==> config.mk <==
export PLATFORM = sky130hd
export DESIGN_NAME = qm_implicant_merge_round_top
export DESIGN_NICKNAME = d
export VERILOG_FILES = /design/src/design/qmim_pkg.sv /design/src/design/qm_implicant_merge_round_top.sv
export SDC_FILE = /design/constraint.sdc
export NUM_CORES = 1
export LEC_CHECK = 0
export ABC_AREA = 0
export BUFFER_PORTS_ARGS = -buffer_cell sky130_fd_sc_hd__buf_2
export CAP_MARGIN = 20
export CORE_MARGIN = 3
export CORE_UTILIZATION = 29
export DETAILED_ROUTE_END_ITERATION = 12
export SYNTH_ARGS = -nofsm -noshare
export SYNTH_HDL_FRONTEND = slang
export SYNTH_SLANG_ARGS = --single-unit
==> constraint.sdc <==
create_clock -name i_clk -period 14.71 [get_ports i_clk]
set_input_delay 2.2065 -clock i_clk [delete_from_list [all_inputs] [get_ports i_clk]]
set_output_delay 2.2065 -clock i_clk [all_outputs]
set_load 0.05 [all_outputs]
==> src/design/qmim_pkg.sv <==
// shared types and constants for the implicant merge round block
package qmim_pkg;

    localparam int VAL_W       = 8;
    localparam int GRP_W       = 4;
    localparam int CFG_W       = 4;
    localparam int IDX_W       = 3;
    localparam int MAX_VARS    = 8;
    localparam int MAX_TERMS   = 8;
    localparam int MAX_RESULTS = 64;

    localparam logic KIND_MERGE = 1'b0;
    localparam logic KIND_PRIME = 1'b1;

    typedef struct packed {
        logic [VAL_W-1:0] in_value;
        logic [VAL_W-1:0] in_dash;
        logic [GRP_W-1:0] in_group;
        logic             in_last;
    } t_in_item;

    typedef struct packed {
        logic             out_kind;
        logic [VAL_W-1:0] out_value;
        logic [VAL_W-1:0] out_dash;
        logic [GRP_W-1:0] out_group;
        logic [IDX_W-1:0] out_index;
        logic             out_prime;
        logic             out_overflow;
        logic             out_last;
    } t_out_item;

    typedef struct packed {
        logic [VAL_W-1:0] value;
        logic [VAL_W-1:0] dash;
        logic [GRP_W-1:0] group;
    } t_term;

endpackage

==> src/design/qm_implicant_merge_round_top.sv <==
// one quine-mccluskey combining round over a small term store
//
// usage: terms arrive on the input channel (valid/ready), one item per cycle,
// and are stored in load order; an item with in_last set also loads its term
// and starts the round. o_in_ready is low from then until the round's last
// result has been placed in the output register.
// the round compares every stored pair (a, b) once for each group i below
// num_vars (capped at 8) through one shared compare unit fed by a two-port
// term memory, one pair per cycle while the output register is not stalled,
// then emits one prime-status item per stored term. merged items come first,
// in group, then load order; the prime-status items follow in load order and
// the final one carries out_last.
// the user must write num_vars (i_cfg_we/i_cfg_data) only while the block is idle;
// the block does not enforce this. results sit in one output register; while a
// result waits and the receiver holds i_out_ready low, the sequencer stalls and nothing is lost.
// reset empties the store, sets every prime flag, sets num_vars to 8 and
// drops any pending output item.
module qm_implicant_merge_round_top
    import qmim_pkg::*;
#(
    parameter int P_MAX_TERMS = MAX_TERMS
) (
    input  logic             i_clk,
    input  logic             i_rst_n,
    input  logic             i_cfg_we,
    input  logic [CFG_W-1:0] i_cfg_data,
    input  logic             i_in_valid,
    output logic             o_in_ready,
    input  t_in_item         i_in_item,
    output logic             o_out_valid,
    input  logic             i_out_ready,
    output t_out_item        o_out_item
);

    localparam int IW        = (P_MAX_TERMS > 1) ? $clog2(P_MAX_TERMS) : 1;
    localparam int CW        = $clog2(P_MAX_TERMS + 1);
    localparam int MERGE_CAP = MAX_RESULTS - P_MAX_TERMS;
    localparam int MCW       = $clog2(MAX_RESULTS + 1);

    typedef enum logic [1:0] {
        ST_IDLE,
        ST_SCAN,
        ST_DRAIN,
        ST_PRIME
    } t_state;

    t_state                 r_state;
    logic [CFG_W-1:0]       r_num_vars;
    logic [CW-1:0]          r_count;
    logic [MCW-1:0]         r_merge_cnt;
    logic                   r_ovf;
    logic [P_MAX_TERMS-1:0] r_prime;
    logic [GRP_W-1:0]       r_i;
    logic [IW-1:0]          r_a;
    logic [IW-1:0]          r_b;
    logic [IW-1:0]          r_p;
    logic                   r_s_valid;
    logic [GRP_W-1:0]       r_s_i;
    logic [IW-1:0]          r_s_a;
    logic [IW-1:0]          r_s_b;
    t_term                  r_rd_a;
    t_term                  r_rd_b;
    t_term                  r_mem [P_MAX_TERMS];
    logic                   r_out_valid;
    t_out_item              r_out;

    logic             w_adv;
    logic             w_in_acc;
    logic [GRP_W-1:0] w_nv;
    logic [VAL_W:0]   w_mask_full;
    logic [VAL_W-1:0] w_mask;
    logic [VAL_W-1:0] w_da;
    logic [VAL_W-1:0] w_db;
    logic [VAL_W-1:0] w_diff;
    logic [VAL_W-1:0] w_nd;
    logic             w_hit;
    logic [CW-1:0]    w_last_idx;
    t_out_item        w_merge_item;
    t_out_item        w_prime_item;

    assign w_adv       = !r_out_valid || i_out_ready;
    assign o_in_ready  = (r_state == ST_IDLE);
    assign w_in_acc    = i_in_valid && o_in_ready;
    assign o_out_valid = r_out_valid;
    assign o_out_item  = r_out;
    assign w_last_idx  = CW'(r_count - CW'(1));

    always_comb begin
        w_nv = (r_num_vars > GRP_W'(MAX_VARS)) ? GRP_W'(MAX_VARS) : r_num_vars;
        w_mask_full = (VAL_W+1)'((VAL_W+1)'(1) << w_nv) - (VAL_W+1)'(1);
        w_mask = w_mask_full[VAL_W-1:0];
        w_da   = r_rd_a.dash & w_mask;
        w_db   = r_rd_b.dash & w_mask;
        // differs where the dash state differs or both literals disagree
        w_diff = ((w_da ^ w_db) | (~(w_da | w_db) & (r_rd_a.value ^ r_rd_b.value))) & w_mask;
        w_nd   = (w_da | w_diff) & w_mask;
        w_hit  = r_s_valid
              && (r_rd_a.group == r_s_i)
              && (r_rd_b.group == GRP_W'(r_s_i + GRP_W'(1)))
              && ($countones(w_diff) == 1);

        w_merge_item              = '0;
        w_merge_item.out_kind     = KIND_MERGE;
        w_merge_item.out_value    = r_rd_a.value & ~w_nd & w_mask;
        w_merge_item.out_dash     = w_nd;
        w_merge_item.out_group    = r_s_i;

        w_prime_item              = '0;
        w_prime_item.out_kind     = KIND_PRIME;
        w_prime_item.out_index    = IDX_W'(r_p);
        w_prime_item.out_prime    = r_prime[r_p];
        w_prime_item.out_overflow = r_ovf;
        w_prime_item.out_last     = (CW'(r_p) == w_last_idx);
    end

    // term store, one write port and two registered read ports
    always_ff @(posedge i_clk) begin
        if (w_in_acc && (r_count < CW'(P_MAX_TERMS))) begin
            r_mem[r_count[IW-1:0]] <= '{value: i_in_item.in_value,
                                        dash:  i_in_item.in_dash,
                                        group: i_in_item.in_group};
        end
        if ((r_state == ST_SCAN) && w_adv) begin
            r_rd_a <= r_mem[r_a];
            r_rd_b <= r_mem[r_b];
        end
    end

    always_ff @(posedge i_clk) begin
        if (!i_rst_n) begin
            r_state     <= ST_IDLE;
            r_num_vars  <= CFG_W'(MAX_VARS);
            r_count     <= '0;
            r_merge_cnt <= '0;
            r_ovf       <= 1'b0;
            r_prime     <= '1;
            r_i         <= '0;
            r_a         <= '0;
            r_b         <= '0;
            r_p         <= '0;
            r_s_valid   <= 1'b0;
            r_out_valid <= 1'b0;
        end else begin
            if (i_cfg_we) begin
                r_num_vars <= i_cfg_data;
            end
            if (w_adv) begin
                r_out_valid <= 1'b0;
            end

            case (r_state)
                ST_IDLE: begin
                    if (w_in_acc) begin
                        if (r_count < CW'(P_MAX_TERMS)) begin
                            r_prime[r_count[IW-1:0]] <= 1'b1;
                            r_count                  <= CW'(r_count + CW'(1));
                        end
                        if (i_in_item.in_last) begin
                            r_i         <= '0;
                            r_a         <= '0;
                            r_b         <= '0;
                            r_p         <= '0;
                            r_merge_cnt <= '0;
                            r_ovf       <= 1'b0;
                            r_state     <= (w_nv == '0) ? ST_PRIME : ST_SCAN;
                        end
                    end
                end
                ST_SCAN: begin
                    if (w_adv) begin
                        r_s_valid <= 1'b1;
                        r_s_i     <= r_i;
                        r_s_a     <= r_a;
                        r_s_b     <= r_b;
                        if (CW'(r_b) == w_last_idx) begin
                            r_b <= '0;
                            if (CW'(r_a) == w_last_idx) begin
                                r_a <= '0;
                                if (r_i == GRP_W'(w_nv - GRP_W'(1))) begin
                                    r_state <= ST_DRAIN;
                                end else begin
                                    r_i <= GRP_W'(r_i + GRP_W'(1));
                                end
                            end else begin
                                r_a <= IW'(r_a + IW'(1));
                            end
                        end else begin
                            r_b <= IW'(r_b + IW'(1));
                        end
                    end
                end
                ST_DRAIN: begin
                    if (w_adv) begin
                        r_s_valid <= 1'b0;
                        r_p       <= '0;
                        r_state   <= ST_PRIME;
                    end
                end
                ST_PRIME: begin
                    if (w_adv) begin
                        r_out_valid <= 1'b1;
                        r_out       <= w_prime_item;
                        if (CW'(r_p) == w_last_idx) begin
                            r_count     <= '0;
                            r_merge_cnt <= '0;
                            r_state     <= ST_IDLE;
                        end else begin
                            r_p <= IW'(r_p + IW'(1));
                        end
                    end
                end
                default: begin
                    r_state <= ST_IDLE;
                end
            endcase

            // compare stage: the pair read at the previous scan step
            if (w_adv && w_hit) begin
                r_prime[r_s_a] <= 1'b0;
                r_prime[r_s_b] <= 1'b0;
                if (r_merge_cnt < MCW'(MERGE_CAP)) begin
                    r_out_valid <= 1'b1;
                    r_out       <= w_merge_item;
                    r_merge_cnt <= MCW'(r_merge_cnt + MCW'(1));
                end else begin
                    r_ovf <= 1'b1;
                end
            end
        end
    end

endmodule

==> results.py <==
metrics = {
    "logic_synthesis": {
        "yosys_warnings": 0,
        "synth_commonest_cells": "sky130_fd_sc_hd__edfxtp_1 (237), sky130_fd_sc_hd__mux4_2 (82), sky130_fd_sc_hd__nand2_1 (72), sky130_fd_sc_hd__dfxtp_1 (41), sky130_fd_sc_hd__mux2_2 (40)",
        "synthesis.area_um2": 13200,
        "yosys.area.top_type": "sky130_fd_sc_hd__edfxtp_1",
        "synth.most_common_cell": "sky130_fd_sc_hd__edfxtp_1",
        "post_synth_inst_count": 896,
        "synth_top_area_share_pct": 53.8,
        "ys_dominant_reg_cell": "sky130_fd_sc_hd__edfxtp_1",
        "synth_async_sr_flop_share_pct": 0,
        "area_contributors_post_synth": "sky130_fd_sc_hd__edfxtp_1 (54%), sky130_fd_sc_hd__mux4_2 (14%), sky130_fd_sc_hd__dfxtp_1 (6.2%), sky130_fd_sc_hd__mux2_2 (3.4%), sky130_fd_sc_hd__ha_1 (2.7%)",
        "post_synth.cell_area_avg_um2": 14.8,
        "ys_seq_elements": 278,
        "post_synthesis_net_count": 959,
        "post_synth_num_cell_types": 60,
        "post_synthesis_sequential_area_ratio_pct": 60.0,
        "count_of_flip_flops_with_a_built_in_enable_after_synthesis": 237,
    },
    "timing": {
        "relSlewSlack_pct": 36.2,
        "finalClockSkew_ns": 0.0148,
        "hold_viol_final": 0,
        "actual_transition_at_the_worst_max_transition_pin_ns": 0.957,
        "layout_setup_ws_ns": 7.84,
        "final.setup.tns_ns": 0,
        "fmax_mhz": 146,
        "finalSetupViolCount": 0,
        "final_min_period_over_clock_period_pct": 46.7,
        "rsz0062_at_grt": "false",
        "post-route-min-period_ns": 6.87,
        "final_report_max_slew_violation_count": 0,
    },
    "cts": {
        "post_cts_resize_count": 0,
        "h-tree-depth": 1,
        "clkSlewWorstSetupHoldPaths_ns": 0.06,
        "tritoncts": "yes",
        "cts-root-buf": "sky130_fd_sc_hd__clkbuf_16",
        "insertion_delay_ns": 0.57,
        "cts_setup_buffers": 0,
        "cts_num_sinks": 278,
        "cts.path.max_buffers": 3,
        "numCtsBuffers": 29,
        "cts-hold-fix-buffers": 0,
    },
    "global_route": {
        "grt_pass1_wl_um": 47700,
        "grt_use_total_pct": 13.0,
        "grt-ovfl-total": 0,
        "grt_antenna_before_repair": 2,
        "first_global_vias": 7929,
        "grt_start_max_net_pins": 81,
    },
    "power": {
        "power_switching_share_pct": 30.3,
        "clock_power_share_pct": 29.6,
        "leakagePower_uw": 0.00510,
        "internal_power_uw": 1680,
        "powerDensity_nw_per_um2": 158,
        "net-switching-power_uw": 728,
        "comb_power_share_pct": 28.0,
        "pwr-share-seq_pct": 42.4,
        "vdd_ir_drop_max_v": 0.0000785,
    },
    "finish": {
        "final_layout_size_suffix_gt1_share_pct": 27.1,
        "area_delta_synth_final_pct": 14.7,
        "n_antenna_cell": 0,
        "nNetsFinal": 1019,
        "layout.core_utilization_pct": 34.0,
    },
    "placed_design": {
        "dp_hpwl_um": 19800,
        "pre_cts_slack_ns": 7.83,
        "gp_congestion": 0.817,
        "port-buffer-count": 58,
    },
    "route": {
        "drc_errors": 0,
        "antenna_violating_nets_post_route": 0,
        "viasPerCell": 5.01,
        "first_iter_violations": 659,
        "drt_pass1_iterations": 5,
        "finalWirelength_um": 31200,
        "detail_route.wl_per_cell_um": 19.9,
        "detailroute.via_count": 7848,
    },
    "worst_setup_path": {
        "setup.worst_path.end_class": "flop",
        "timing.critical_path.fanout_max": 32,
        "required_ns": 15.02,
        "worstPathArrival_ns": 7.17,
        "critical_path_class": "reg2reg",
        "slowest_delay_ns": 0.64,
        "crit_chain": "nand2b_1, ha_1, nand2_1, ha_1, nand2b_1, ha_1, a21oi_1, nor2_1, fa_1, inv_1, fa_1, fa_1, inv_1, ha_1, inv_1, fa_1, a211oi_1, mux2i_1, nor2_1, nand4_1, buf_4, nor3b_1, a21oi_1",
        "cell_with_the_biggest_individual_delay_on_the_critical_path": "sky130_fd_sc_hd__nand4_1",
        "critical_path.startpoint_type": "flop",
    },
    "die": {
        "floorplan.die_area_um2": 48200,
        "placeable_core_area_um2": 44600,
        "die_y_um": 220,
        "placementRows": 77,
        "die-width_um": 220,
        "io-pin-count": 59,
        "initial_core_util_pct": 29.7,
    },
    "run": {
        "maxCapViolCount": 0,
    },
    "hold_path": {
        "worst_hold_path_type": "reg2reg",
    },
    "run_status": {
        "status": "finished, final reports clean",
    },
}
## cells in the final DEF, fill, tap and decap left out, drive strengths merged, types with 5 or more instances in the layout
cell,count
nor2,36
nor3,9
or3,6
a21oi,27
nor3b,6
o21ai,37
nand2,72
mux4,82
nor2b,12
edfxtp,237
ha,29
nand3b,5
mux2i,14
xor2,16
xnor2,16
clkinv,12
nand4,7
o22ai,13
clkbuf,33
nand3,36
mux2,40
nand2b,11
inv,34
buf,78
dfxtp,41
a21boi,7
## critical path: cells and delay by family, from the launching register on
kind,cells,cell delay (ns)
compound gates,3,0.38
fa+ha+maj,8,2.99
simple gates,7,1.82
flops,1,0.60
mux,1,0.12
buf+inv,4,0.69
## metrics by stage
step	hold WS, ns	cells	power (uW)	area (um^2)
after floorplan	0.431	896	1530	13200
after global placement	0.457	1516	1690	14300
after detailed placement	0.470	1516	1710	14300
after CTS	0.478	1565	2430	15200
after global routing	0.494	1566	2540	15200
final	0.475	1566	2400	15200
## per-layer routing
| metal | global-route usage [%] | vias up | wire length [um] |
|---|---|---|---|
| met2 | 21.7 | 227 | 14900 |
| met4 | 2.66 | 4 | 611 |
| met3 | 2.79 | 44 | 1850 |
| met5 | 0 | - | 27 |
| li1 | - | 3587 | - |
| met1 | 17.6 | 3986 | 13800 |
## sequential cells by signal, indices dropped and copies added (netlist names)
| name | count |
|---|---|
| r_s_i | 4 |
| r_mem | 160 |
| r_count | 4 |
| r_ovf | 1 |
| r_i | 4 |
| r_state | 2 |
| r_s_b | 3 |
| r_b | 3 |
| r_a | 3 |
| o_out_item | 27 |
| r_s_a | 3 |
| r_merge_cnt | 7 |
| r_p | 3 |
| r_rd_b | 20 |
| r_s_valid | 1 |
| r_num_vars | 4 |
| o_out_valid | 1 |
| r_prime | 8 |
| r_rd_a | 20 |
## final timing paths
check / depth (start not counted) / from / endpoint / slack, ns
worst min register to register: 2 / r_merge_cnt[5]$_SDFF_PN0_ / r_merge_cnt[5]$_SDFF_PN0_ / 0.47
worst max-delay path: 23 / r_num_vars[3]$_SDFFE_PN1P_ / o_out_item[11]$_DFFE_PP_ / 7.84
worst max register to register: 23 / r_num_vars[3]$_SDFFE_PN1P_ / o_out_item[11]$_DFFE_PP_ / 7.84
worst min-delay path: 2 / r_merge_cnt[5]$_SDFF_PN0_ / r_merge_cnt[5]$_SDFF_PN0_ / 0.47
## power by group through the flow
stage	Clock, uW	Sequential, uW	Combinational, uW
final	712	1020	673
after global routing	762	1030	754
after CTS	731	1020	682
after detailed placement	0	1030	677
after global placement	0	1030	660
after floorplan	0	1030	496
## cell type report
| class | count | area (um^2) |
|---|---|---|
| Tap cell | 592 | 741 |
| Inverter | 33 | 124 |
| Clock buffer | 33 | 741 |
| Fill cell | 4267 | 29400 |
| Multi-Input combinational cell | 536 | 5010 |
| Sequential cell | 278 | 7940 |
| Clock inverter | 16 | 166 |
| Timing Repair Buffer | 78 | 460 |
## cell families after synthesis
| family | share of synthesized area (%) |
|---|---|
| flops | 60.0 |
| compound gates | 5.51 |
| buf+inv | 2.42 |
| xor+xnor | 2.17 |
| mux | 18.4 |
| simple gates | 8.18 |
| fa+ha+maj | 3.35 |
(Power assumes the default switching activity.)
